[config.mk]
export PLATFORM = sky130hd
export DESIGN_NAME = launch_detect_flight_recorder_top
export DESIGN_NICKNAME = d
export VERILOG_FILES = /design/src/ldfr_pkg.sv /design/src/launch_detect_flight_recorder_top.sv /design/src/ldfr_core.sv /design/src/ldfr_burst.sv
export SDC_FILE = /design/constraint.sdc
export NUM_CORES = 1
export LEC_CHECK = 0
export ABC_AREA = 0
export BUFFER_PORTS_ARGS = -buffer_cell sky130_fd_sc_hd__clkbuf_2
export CAP_MARGIN = 0
export CORE_MARGIN = 1.5
export CORE_UTILIZATION = 29
export CTS_BUF_LIST = sky130_fd_sc_hd__clkbuf_4
export CTS_CLUSTER_DIAMETER = 200
export DETAILED_ROUTE_END_ITERATION = 16
export PLACE_DENSITY_LB_ADDON = 0.05
export SYNTH_ARGS = -nofsm -noshare
export SYNTH_HDL_FRONTEND = slang
export SYNTH_SLANG_ARGS = --single-unit
[constraint.sdc]
create_clock -name i_clk -period 11.9 [get_ports i_clk]
set_input_delay 2.38 -clock i_clk [delete_from_list [all_inputs] [get_ports i_clk]]
set_output_delay 2.38 -clock i_clk [all_outputs]
set_load 0.005 [all_outputs]
[src/ldfr_pkg.sv]
// ----------------------------------------------------------------------------
// Launch detect flight recorder package
// Shared widths, register codes, reset values and the structs that travel
// between the recorder core and the result sequencer.
// ----------------------------------------------------------------------------
package ldfr_pkg;

    // Field widths of the input and result items.
    localparam int ALT_W      = 16;
    localparam int SUP_W      = 10;
    localparam int THR_W      = 16;
    localparam int LIM_W      = 9;   // slot limit and slot counter, up to 256
    localparam int WSLOT_W    = 8;   // slot index as written to the log

    // Stream and configuration port widths.
    localparam int S_TDATA_W  = 32;
    localparam int M_TDATA_W  = 32;
    localparam int CFG_IDX_W  = 2;
    localparam int CFG_DATA_W = 16;

    // Defaults for the top-level parameters.
    localparam int DEF_WINDOW_DEPTH = 5;
    localparam int DEF_MAX_SLOTS    = 256;

    // Largest slot count the 8-bit slot index can address.
    localparam int SLOT_CAP_MAX = 256;

    // Register reset values.
    localparam logic [THR_W-1:0] RST_LAUNCH_THRESHOLD = 16'd5;
    localparam logic [SUP_W-1:0] RST_BATTERY_LIMIT    = 10'd563;
    localparam logic [LIM_W-1:0] RST_LOG_SLOTS        = 9'd250;

    // Configuration register indexes.
    typedef enum logic [CFG_IDX_W-1:0] {
        CFG_LAUNCH_THRESHOLD = 2'd0,
        CFG_BATTERY_LIMIT    = 2'd1,
        CFG_LOG_SLOTS        = 2'd2
    } t_cfg_idx;

    // Current configuration register contents.
    typedef struct packed {
        logic [THR_W-1:0] launch_threshold;
        logic [SUP_W-1:0] battery_limit;
        logic [LIM_W-1:0] log_slots;
    } t_cfg;

    // Result descriptor handed from the core to the sequencer for one item.
    typedef struct packed {
        logic               burst;       // launch item: emit the whole window
        logic               write_valid; // single result carries a log write
        logic [WSLOT_W-1:0] write_slot;
        logic [ALT_W-1:0]   write_data;
        logic               launched;
        logic               low_battery;
        logic               done_res;
    } t_desc;

endpackage

[src/launch_detect_flight_recorder_top.sv]
// ----------------------------------------------------------------------------
// Launch detect flight recorder
// Watches altitude for launch, logs the pre-launch window and later samples
// to consecutive slots up to the slot limit; latches low battery pre-launch.
//
//   channel  | direction | tdata (low bit up)                      | tuser/tlast
//   s_axis   | in        | altitude[15:0], supply_reading[25:16]   | -
//   m_axis   | out       | write_slot[7:0], write_data[23:8],      | tuser = write_valid
//            |           | launched[24], low_battery[25],          | tlast = last
//            |           | done_res[26]                            |
//   cfg      | in        | index 0 threshold, 1 battery limit, 2 log slots
//
// One item per cycle is accepted while m_axis takes results; each item
// passes through the input register and then sits in the result register
// until taken. The launch item gives WINDOW_DEPTH results, so the result
// register holds it until all are taken; the input side waits behind it.
// Reset is synchronous and clears all flags, the window and the slot counter.
// A stall on m_axis backs up through the result and input registers.
// ----------------------------------------------------------------------------
module launch_detect_flight_recorder_top
    import ldfr_pkg::*;
#(
    parameter int WINDOW_DEPTH = DEF_WINDOW_DEPTH,
    parameter int MAX_SLOTS    = DEF_MAX_SLOTS
) (
    input  logic                  i_clk,
    input  logic                  i_rst_n,
    // Input items: altitude[15:0], supply_reading[25:16]
    input  logic                  s_axis_tvalid,
    output logic                  s_axis_tready,
    input  logic [S_TDATA_W-1:0]  s_axis_tdata,
    // Result items: write_slot[7:0], write_data[23:8], launched[24],
    // low_battery[25], done_res[26]
    output logic                  m_axis_tvalid,
    input  logic                  m_axis_tready,
    output logic [M_TDATA_W-1:0]  m_axis_tdata,
    output logic                  m_axis_tlast,
    // tuser: write_valid[0]
    output logic                  m_axis_tuser,
    // Configuration write port
    input  logic                  i_cfg_we,
    input  logic [CFG_IDX_W-1:0]  i_cfg_index,
    input  logic [CFG_DATA_W-1:0] i_cfg_data
);

    t_cfg               r_cfg;
    t_desc              w_desc;
    logic               w_desc_free;
    logic               w_desc_load;
    logic [ALT_W-1:0]   w_window [WINDOW_DEPTH];
    logic               w_write_valid;
    logic [WSLOT_W-1:0] w_write_slot;
    logic [ALT_W-1:0]   w_write_data;
    logic               w_launched;
    logic               w_low_battery;
    logic               w_done_res;

    // Configuration registers; unknown indexes are ignored.
    always_ff @(posedge i_clk) begin
        if (!i_rst_n) begin
            r_cfg.launch_threshold <= RST_LAUNCH_THRESHOLD;
            r_cfg.battery_limit    <= RST_BATTERY_LIMIT;
            r_cfg.log_slots        <= RST_LOG_SLOTS;
        end else if (i_cfg_we) begin
            unique case (t_cfg_idx'(i_cfg_index))
                CFG_LAUNCH_THRESHOLD: r_cfg.launch_threshold <= i_cfg_data[THR_W-1:0];
                CFG_BATTERY_LIMIT:    r_cfg.battery_limit    <= i_cfg_data[SUP_W-1:0];
                CFG_LOG_SLOTS:        r_cfg.log_slots        <= i_cfg_data[LIM_W-1:0];
                default: ;
            endcase
        end
    end

    ldfr_core #(
        .WINDOW_DEPTH (WINDOW_DEPTH),
        .MAX_SLOTS    (MAX_SLOTS)
    ) u_core (
        .i_clk       (i_clk),
        .i_rst_n     (i_rst_n),
        .i_cfg       (r_cfg),
        .i_in_valid  (s_axis_tvalid),
        .i_alt       (s_axis_tdata[ALT_W-1:0]),
        .i_supply    (s_axis_tdata[ALT_W+SUP_W-1:ALT_W]),
        .i_desc_free (w_desc_free),
        .o_in_ready  (s_axis_tready),
        .o_desc_load (w_desc_load),
        .o_desc      (w_desc),
        .o_window    (w_window)
    );

    ldfr_burst #(
        .WINDOW_DEPTH (WINDOW_DEPTH)
    ) u_burst (
        .i_clk         (i_clk),
        .i_rst_n       (i_rst_n),
        .i_load        (w_desc_load),
        .i_desc        (w_desc),
        .i_window      (w_window),
        .i_ready       (m_axis_tready),
        .o_free        (w_desc_free),
        .o_valid       (m_axis_tvalid),
        .o_write_valid (w_write_valid),
        .o_write_slot  (w_write_slot),
        .o_write_data  (w_write_data),
        .o_last        (m_axis_tlast),
        .o_launched    (w_launched),
        .o_low_battery (w_low_battery),
        .o_done_res    (w_done_res)
    );

    // Pack the result item.
    assign m_axis_tuser = w_write_valid;
    assign m_axis_tdata = {
        {(M_TDATA_W - WSLOT_W - ALT_W - 3){1'b0}},
        w_done_res, w_low_battery, w_launched, w_write_data, w_write_slot
    };

    // Recording can only be finished after launch.
    a_done_after_launch: assert property (@(posedge i_clk) disable iff (!i_rst_n)
        m_axis_tvalid && w_done_res |-> w_launched)
        else $error("done flag set without launch");

    // A status-only result carries zero slot and data.
    a_idle_result_zero: assert property (@(posedge i_clk) disable iff (!i_rst_n)
        m_axis_tvalid && !m_axis_tuser |-> (w_write_slot == '0) && (w_write_data == '0))
        else $error("status result carries slot or data");

    // Only the launch run has results before the last, and all of them are writes.
    a_run_is_writes: assert property (@(posedge i_clk) disable iff (!i_rst_n)
        m_axis_tvalid && !m_axis_tlast |-> m_axis_tuser && w_launched)
        else $error("non-final result outside the launch run");

    // The launched flag on results never falls once seen.
    a_launch_sticky: assert property (@(posedge i_clk) disable iff (!i_rst_n)
        m_axis_tvalid && m_axis_tready && w_launched ##1 m_axis_tvalid |-> w_launched)
        else $error("launched flag dropped");

endmodule

[src/ldfr_core.sv]
// ----------------------------------------------------------------------------
// Launch detect flight recorder core
// Input register, altitude window, launch detection, slot counting and the
// sticky flags. Produces one result descriptor per item.
// ----------------------------------------------------------------------------
module ldfr_core
    import ldfr_pkg::*;
#(
    parameter int WINDOW_DEPTH = DEF_WINDOW_DEPTH,
    parameter int MAX_SLOTS    = DEF_MAX_SLOTS
) (
    input  logic             i_clk,
    input  logic             i_rst_n,
    input  t_cfg             i_cfg,
    input  logic             i_in_valid,
    input  logic [ALT_W-1:0] i_alt,
    input  logic [SUP_W-1:0] i_supply,
    input  logic             i_desc_free,
    output logic             o_in_ready,
    output logic             o_desc_load,
    output t_desc            o_desc,
    output logic [ALT_W-1:0] o_window [WINDOW_DEPTH]
);

    localparam int FILL_W   = $clog2(WINDOW_DEPTH + 1);
    localparam int SLOT_CAP = (MAX_SLOTS < SLOT_CAP_MAX) ? MAX_SLOTS : SLOT_CAP_MAX;

    // Input register.
    logic             r_in_valid;
    logic [ALT_W-1:0] r_alt;
    logic [SUP_W-1:0] r_supply;

    // Recorder state.
    logic [ALT_W-1:0]  r_window [WINDOW_DEPTH];
    logic [FILL_W-1:0] r_fill;
    logic              r_launched;
    logic              r_low_battery;
    logic [LIM_W-1:0]  r_next_slot;
    logic              r_full;

    logic [FILL_W-1:0] n_fill;
    logic              n_launched;
    logic              n_low_battery;
    logic [LIM_W-1:0]  n_next_slot;
    logic              n_full;
    logic              w_advance;
    logic              w_launch_now;
    logic              w_write;
    logic [LIM_W-1:0]  w_lim_cap;
    logic [LIM_W-1:0]  w_lim;
    logic [ALT_W:0]    w_oldest_plus;

    // The input register moves on whenever the sequencer can take a descriptor.
    assign w_advance   = r_in_valid && i_desc_free;
    assign o_in_ready  = !r_in_valid || i_desc_free;
    assign o_desc_load = w_advance;

    always_ff @(posedge i_clk) begin
        if (!i_rst_n) begin
            r_in_valid <= 1'b0;
        end else if (o_in_ready) begin
            r_in_valid <= i_in_valid;
        end
    end

    always_ff @(posedge i_clk) begin
        if (o_in_ready && i_in_valid) begin
            r_alt    <= i_alt;
            r_supply <= i_supply;
        end
    end

    // Effective slot limit: log_slots clamped to the window depth and the cap.
    assign w_lim_cap = (i_cfg.log_slots > LIM_W'(SLOT_CAP)) ? LIM_W'(SLOT_CAP)
                                                           : i_cfg.log_slots;
    assign w_lim     = (w_lim_cap < LIM_W'(WINDOW_DEPTH)) ? LIM_W'(WINDOW_DEPTH)
                                                         : w_lim_cap;

    // After the shift the oldest entry is the one currently at index 1.
    assign w_oldest_plus = {1'b0, r_window[1]} + {1'b0, i_cfg.launch_threshold};

    // Next state for the accepted item.
    always_comb begin
        n_fill        = r_fill;
        n_launched    = r_launched;
        n_low_battery = r_low_battery;
        n_next_slot   = r_next_slot;
        n_full        = r_full;
        w_launch_now  = 1'b0;
        w_write       = 1'b0;
        if (!r_launched) begin
            if (r_fill < FILL_W'(WINDOW_DEPTH)) begin
                n_fill = r_fill + 1'b1;
            end
            w_launch_now = (n_fill == FILL_W'(WINDOW_DEPTH)) &&
                           ({1'b0, r_alt} > w_oldest_plus);
            if (w_launch_now) begin
                n_launched  = 1'b1;
                n_next_slot = LIM_W'(WINDOW_DEPTH);
                n_full      = (LIM_W'(WINDOW_DEPTH) >= w_lim);
            end else if (r_supply >= i_cfg.battery_limit) begin
                n_low_battery = 1'b1;
            end
        end else begin
            w_write = !r_full && (r_next_slot < w_lim);
            if (w_write) begin
                n_next_slot = r_next_slot + 1'b1;
            end
            if (n_next_slot >= w_lim) begin
                n_full = 1'b1;
            end
        end
    end

    // State registers, updated once per item.
    always_ff @(posedge i_clk) begin
        if (!i_rst_n) begin
            r_fill        <= '0;
            r_launched    <= 1'b0;
            r_low_battery <= 1'b0;
            r_next_slot   <= '0;
            r_full        <= 1'b0;
            for (int i = 0; i < WINDOW_DEPTH; i++) begin
                r_window[i] <= '0;
            end
        end else if (w_advance) begin
            r_fill        <= n_fill;
            r_launched    <= n_launched;
            r_low_battery <= n_low_battery;
            r_next_slot   <= n_next_slot;
            r_full        <= n_full;
            // The window shifts only before launch and then stays frozen.
            if (!r_launched) begin
                for (int i = 0; i < WINDOW_DEPTH - 1; i++) begin
                    r_window[i] <= r_window[i + 1];
                end
                r_window[WINDOW_DEPTH - 1] <= r_alt;
            end
        end
    end

    // Descriptor for the sequencer.
    always_comb begin
        o_desc.burst       = w_launch_now;
        o_desc.write_valid = w_write;
        o_desc.write_slot  = w_write ? r_next_slot[WSLOT_W-1:0] : '0;
        o_desc.write_data  = w_write ? r_alt : '0;
        o_desc.launched    = n_launched;
        o_desc.low_battery = n_low_battery;
        o_desc.done_res    = n_full;
    end

    assign o_window = r_window;

endmodule

[src/ldfr_burst.sv]
// ----------------------------------------------------------------------------
// Launch detect flight recorder result sequencer
// Result register that presents one result per item, or the whole window as
// a run of log writes for the launch item.
// ----------------------------------------------------------------------------
module ldfr_burst
    import ldfr_pkg::*;
#(
    parameter int WINDOW_DEPTH = DEF_WINDOW_DEPTH
) (
    input  logic               i_clk,
    input  logic               i_rst_n,
    input  logic               i_load,
    input  t_desc              i_desc,
    input  logic [ALT_W-1:0]   i_window [WINDOW_DEPTH],
    input  logic               i_ready,
    output logic               o_free,
    output logic               o_valid,
    output logic               o_write_valid,
    output logic [WSLOT_W-1:0] o_write_slot,
    output logic [ALT_W-1:0]   o_write_data,
    output logic               o_last,
    output logic               o_launched,
    output logic               o_low_battery,
    output logic               o_done_res
);

    localparam int CNT_W = $clog2(WINDOW_DEPTH);

    logic             r_valid;
    t_desc            r_desc;
    logic [CNT_W-1:0] r_cnt;

    // A descriptor is finished when its last result is taken.
    assign o_last  = !r_desc.burst || (r_cnt == CNT_W'(WINDOW_DEPTH - 1));
    assign o_free  = !r_valid || (i_ready && o_last);
    assign o_valid = r_valid;

    always_ff @(posedge i_clk) begin
        if (!i_rst_n) begin
            r_valid <= 1'b0;
            r_cnt   <= '0;
        end else if (o_free) begin
            r_valid <= i_load;
            r_cnt   <= '0;
        end else if (i_ready) begin
            r_cnt <= r_cnt + 1'b1;
        end
    end

    always_ff @(posedge i_clk) begin
        if (o_free && i_load) begin
            r_desc <= i_desc;
        end
    end

    // During the launch run the window is read oldest first; it is frozen then.
    always_comb begin
        if (r_desc.burst) begin
            o_write_valid = 1'b1;
            o_write_slot  = WSLOT_W'(r_cnt);
            o_write_data  = i_window[r_cnt];
        end else begin
            o_write_valid = r_desc.write_valid;
            o_write_slot  = r_desc.write_slot;
            o_write_data  = r_desc.write_data;
        end
    end

    assign o_launched    = r_desc.launched;
    assign o_low_battery = r_desc.low_battery;
    assign o_done_res    = r_desc.done_res;

endmodule
==> Word level (Yosys, flattened, before mapping) <==
Index checks and enable logic that the tools add are counted.
{ "word_totals": {"output_inout_bits": 36, "in_bits": 55, "wordCells": 89, "regBits": 190} }
{ "op_classes": {"order_cmp": 9, "n_reduce_logical": 21, "eq_ne": 4, "bitwise_logic": 3, "muxes": 23, "addsub": 4} }
{ "op_table": {"columns": ["op", "count"], "rows": [
  ["$mux 9", 6],
  ["$bmux 16 s3", 1],
  ["$mux 16", 3],
  ["$add 16x16->17", 1],
  ["$gt 16x17->1", 1],
  ["$ge 10x10->1", 1],
  ["$mux 1", 10],
  ["$reduce_and 2->1", 5],
  ["$add 9x1->9 const B", 1],
  ["$ge 3x9->1 const A", 1],
  ["$ge 9x9->1", 1],
  ["$gt 9x9->1 const B", 1],
  ["$lt 9x3->1 const B", 1],
  ["$lt 9x9->1", 1],
  ["$mux 8", 1],
  ["$add 3x1->3 const B", 2],
  ["$eq 3x3->1 const B", 2],
  ["$logic_and 1x1->1", 6],
  ["$mux 3", 2],
  ["$ge 4x4->1 const B", 1],
  ["$logic_not 1->1", 4],
  ["$not 3->4", 1],
  ["$logic_or 1x1->1", 3],
  ["$lt 3x3->1 const B", 1],
  ["6 further kinds", 7]
]} }

==> Depth between registers and ports, before layout <==
{ "logic_depth": {"word_depth": 11, "depth_mapped": 19, "depth_no_buf": 18} }

==> By module <==
Synthesis repeated with hierarchy kept, for this count alone.
{ "hier_totals": {"hier_cells": 1044, "area_unflattened_um2": 9718.1} }
{ "by_module_without_submodules": {"columns": ["module", "n_inst", "cells_per_inst", "area_each_um2", "seq_area_each_um2"], "rows": [
  ["ldfr_core", 1, 748, 6303.5, 2702.6],
  ["ldfr_burst", 1, 140, 1891.8, 950.9],
  ["launch_detect_flight_recorder_top", 1, 156, 1522.7, 700.7]
]} }

==> Least setup slack after synthesis <==
No wires, ideal clock.
{ "synth_timing": {"kind": "input-to-output", "from": "input m_axis_tready", "to": "output s_axis_tready", "cell_stages": 2, "arrival_ps": 2712, "required_time_ps": 9520, "path_buffers": 0, "slack_ps": 6808, "path_cell_list": "a21boi_1 -> nand2_1"} }
{ "synth_between": {"elab_chain_cells": 3} }
{ "synth_lines": {"columns": ["element", "line", "text"], "rows": [
  ["from (decl)", "launch_detect_flight_recorder_top.sv:35", "input logic m_axis_tready,"],
  ["$logic_and 1x1->1", "ldfr_burst.sv:36", "assign o_free = !r_valid || (i_ready && o_last);"],
  ["$logic_or 1x1->1", "ldfr_burst.sv:36", null],
  ["$logic_or 1x1->1", "ldfr_core.sv:55", "assign o_in_ready = !r_in_valid || i_desc_free;"],
  ["to (decl)", "launch_detect_flight_recorder_top.sv:30", "output logic s_axis_tready,"]
]} }
Every way passes these cells.

==> Final worst setup path <==
Same ends and word-level chain as after synthesis.

==> flow_metrics.env <==
export IMPL_track_usage_pct=16.3
export IMPL_maxCapViolCount=0
export IMPL_arrival_ns=3.05
export IMPL_syn_to_final_growth_pct=10.4
export IMPL_synthCells=1061
export IMPL_gp_congestion=0.803
export IMPL_totalWireLength_mm=28.0
export IMPL_clkTransAtPathRegs_ns=0.17
export IMPL_seq_area_frac_synth_pct=44.3
export IMPL_ys_flop_type="dfxtp_1"
export IMPL_rrSetupSlack_ns=6.98
export IMPL_top_layer="met4"
export IMPL_tightestPinTransition_ns=0.984
export IMPL_numPortBuffers=79
export IMPL_hold_viol_final=0
export IMPL_synth_edf_count=55
export IMPL_p_total_mw=1.16
export IMPL_holdPathEnd="u_core.o_window[18]"
export IMPL_vias_per_cell=4.84
export IMPL_post_cts_resized=0
export IMPL_setup_worst_path_end_class="primary output"
export IMPL_slowest_stage="a21boi_1"
export IMPL_mostFrequentLayoutCell="nand2_1"
export IMPL_path_delay_family="compound AO/OA/AOI/OAI gates"
export IMPL_wl_met2_mm=11.7
export IMPL_vdd_ir_drop_max_v=0.0000530
export IMPL_status="finished clean"
export IMPL_hold_path_class="flop to flop"
export IMPL_dr_total_vias=7580
export IMPL_slew_limit_headroom_pct=34.4
export IMPL_reg2reg_to="u_burst.o_done_res"
export IMPL_fin_nets=1221
export IMPL_path_cells="clkbuf_2 -> a21boi_1 -> nand2_1 -> clkbuf_2"
export IMPL_core_area_um2=33400
export IMPL_cp_required_ns=9.52
export IMPL_synth_area_per_cell_um2=9.27
export IMPL_drcViolationCount=0
export IMPL_grt_max_degree=96
export IMPL_final_cell_mix="nand2_1 (255), dfxtp_1 (135), clkbuf_2 (78)"
export IMPL_dp_hpwl_mm=18.9
export IMPL_root_buffer="clkbuf_4"
export IMPL_reg2reg_from="u_core.o_window[48]"
export IMPL_die_x_um=187
export IMPL_route_met3_wl_um=939
export IMPL_start_util_pct=29.4
export IMPL_worstHoldStart="u_core.o_window[2]"
export IMPL_rows=67
export IMPL_netlist_area_um2=9840
export IMPL_slew_violations=0
export IMPL_dieArea_um2=35000
export IMPL_clock_path_buffers=2
export IMPL_async_flop_share_pct=0
export IMPL_stdcell_area_um2=10900
export IMPL_synthDistinctLibCells=69
export IMPL_min_period_ns=5.43
export IMPL_rr_worst_depth=17
export IMPL_cts_hold_buf=0
export IMPL_ys_ff_latch=190
export IMPL_criticalPathCategory="input pin to primary output"
export IMPL_clock_latency_ns=0.62
export IMPL_final_period_utilization_pct=45.6
export IMPL_antenna_found_initial=3
export IMPL_finalSetupViolCount=0
export IMPL_h_tree_depth=4
export IMPL_cp_max_fo=5
export IMPL_overflow=0
export IMPL_die_h_um=187
export IMPL_grt_pass1_wl_mm=43.5
export IMPL_avgRoutedWirePerCell_um=17.9
export IMPL_holdPathStages=2
export IMPL_met1_length_mm=15.2
export IMPL_fin_setup_tns_ns=0
export IMPL_p_leak_nw=4.18
export IMPL_antenna_left=0
export IMPL_cts_buffers=17
export IMPL_numClockSinks=190
export IMPL_drtIter0Drc=442
export IMPL_hold_ws_ns=0.469
export IMPL_ys_warn_count=0
export IMPL_crit_path_frequent_cell="clkbuf_2"
export IMPL_grt_pass1_vias=7287
export IMPL_dpl_cell_area_um2=10600
export IMPL_max_freq_mhz=184
export IMPL_cts_setup_buffers=0
export IMPL_n_fill_cell=3490
export IMPL_cts_tree="done"
export IMPL_critical_path_max_stage_delay_ns=0.31
export IMPL_clock_skew_ns=0.0271
export IMPL_critPathBufInv=2
export IMPL_drt_first_pass_iters=6
export IMPL_cp_start_kind="input pin"
export IMPL_drive_above_1_share_pct=13.9
export IMPL_rsz0062_at_grt="no"
export IMPL_io_pins=91
export IMPL_crit_path_start="m_axis_tready"
export IMPL_p_per_area_nw_per_um2=107
kinds of logic after synthesis:
| kind of cell | synth area share, % |
|---|---|
| AO/OA/AOI/OAI | 18.2 |
| XOR/XNOR | 2.05 |
| adder cells (fa/ha/maj) | 7.96 |
| buffers and inverters | 4.22 |
| flip-flops | 44.3 |
| multiplexers | 4.33 |
| other | 0.0381 |
| AND/OR/NAND/NOR | 19.0 |
layer usage:
| layer | GRT usage, % | up-vias |
|---|---|---|
| li1 | - | 3823 |
| met1 | 24.8 | 3620 |
| met2 | 23.8 | 128 |
| met3 | 2.91 | 9 |
| met4 | 3.54 | 0 |
| met5 | 0 | - |
stage by stage:
| step | std cells | worst slack [ns] | utilization (%) |
|---|---|---|---|
| floorplan | 1065 | 6.81 | - |
| global placement | 1533 | 6.47 | 31.7 |
| detailed placement | 1533 | 6.48 | 31.7 |
| CTS | 1565 | 6.44 | 32.5 |
| global route | 1567 | 6.31 | 32.5 |
| finish | 1567 | 6.47 | 32.5 |
registers in the layout (all words and copies together), names as in the netlist:
name	count
u_core.r_full	1
u_burst.o_valid	1
u_core.r_in_valid	1
u_core.r_fill	3
u_burst.r_desc	26
u_core.r_next_slot	9
u_core.r_alt	16
u_core.r_supply	10
u_burst.o_done_res	1
r_cfg	35
u_core.r_launched	1
u_burst.o_low_battery	1
u_burst.r_cnt	3
u_burst.o_launched	1
u_core.o_window	80
u_core.r_low_battery	1
synth_stat cells (9+ instances only):
| cell | count | area share [%] |
|---|---|---|
| o21ai_0 | 14 | 0.71 |
| o211ai_1 | 9 | 0.69 |
| nand2_1 | 255 | 9.7 |
| clkbuf_1 | 49 | 1.9 |
| nand4_1 | 13 | 0.83 |
| o21a_1 | 13 | 0.99 |
| a21oi_1 | 41 | 2.1 |
| buf_2 | 9 | 0.46 |
| a21boi_1 | 40 | 3.1 |
| nor2_1 | 39 | 1.5 |
| a21boi_0 | 67 | 5.1 |
| nor2b_1 | 10 | 0.64 |
| xnor2_1 | 11 | 0.98 |
| inv_1 | 25 | 0.95 |
| a22oi_1 | 16 | 1.2 |
| dfxtp_1 | 135 | 27 |
| edfxtp_1 | 55 | 17 |
| mux4_2 | 16 | 3.7 |
| and3_1 | 28 | 1.8 |
| xor2_1 | 12 | 1.1 |
| ha_1 | 61 | 7.8 |
| nand3_1 | 20 | 1.0 |
final cells by class:
class                           count  area (um^2)  share of cell area [%]
Inverter                           27          101                   0.933
Tap cell                          448          561                    5.16
Sequential cell                   190         4350                    40.1
Clock inverter                     15          135                    1.24
Antenna cell                        2         5.00                  0.0461
Timing Repair Buffer               90          480                    4.42
Multi-Input combinational cell    778         5100                    46.9
Clock buffer                       17          128                    1.17
where the power goes:
part	switching, mW	leakage [nW]	internal [mW]
clock	0.249	0.140	0.106
sequential	0.0151	1.62	0.686
combinational	0.0659	2.42	0.0406
total	0.330	4.18	0.833
how the worst max path moves through the flow:
stage / to / slack (ns) / cells after the start
finish: s_axis_tready / 6.47 / 4
global route: m_axis_tdata[23] / 6.31 / 6
CTS: m_axis_tdata[23] / 6.44 / 6
detailed placement: s_axis_tready / 6.48 / 4
global placement: s_axis_tready / 6.47 / 4
floorplan: s_axis_tready / 6.81 / 2
worst min-delay path, delay by kind of cell (launching register included):
kind,cells,cell delay [ns]
compound gates,1,0.05
flops,1,0.36
simple gates,1,0.06
Power figures use the tool's default switching activity.
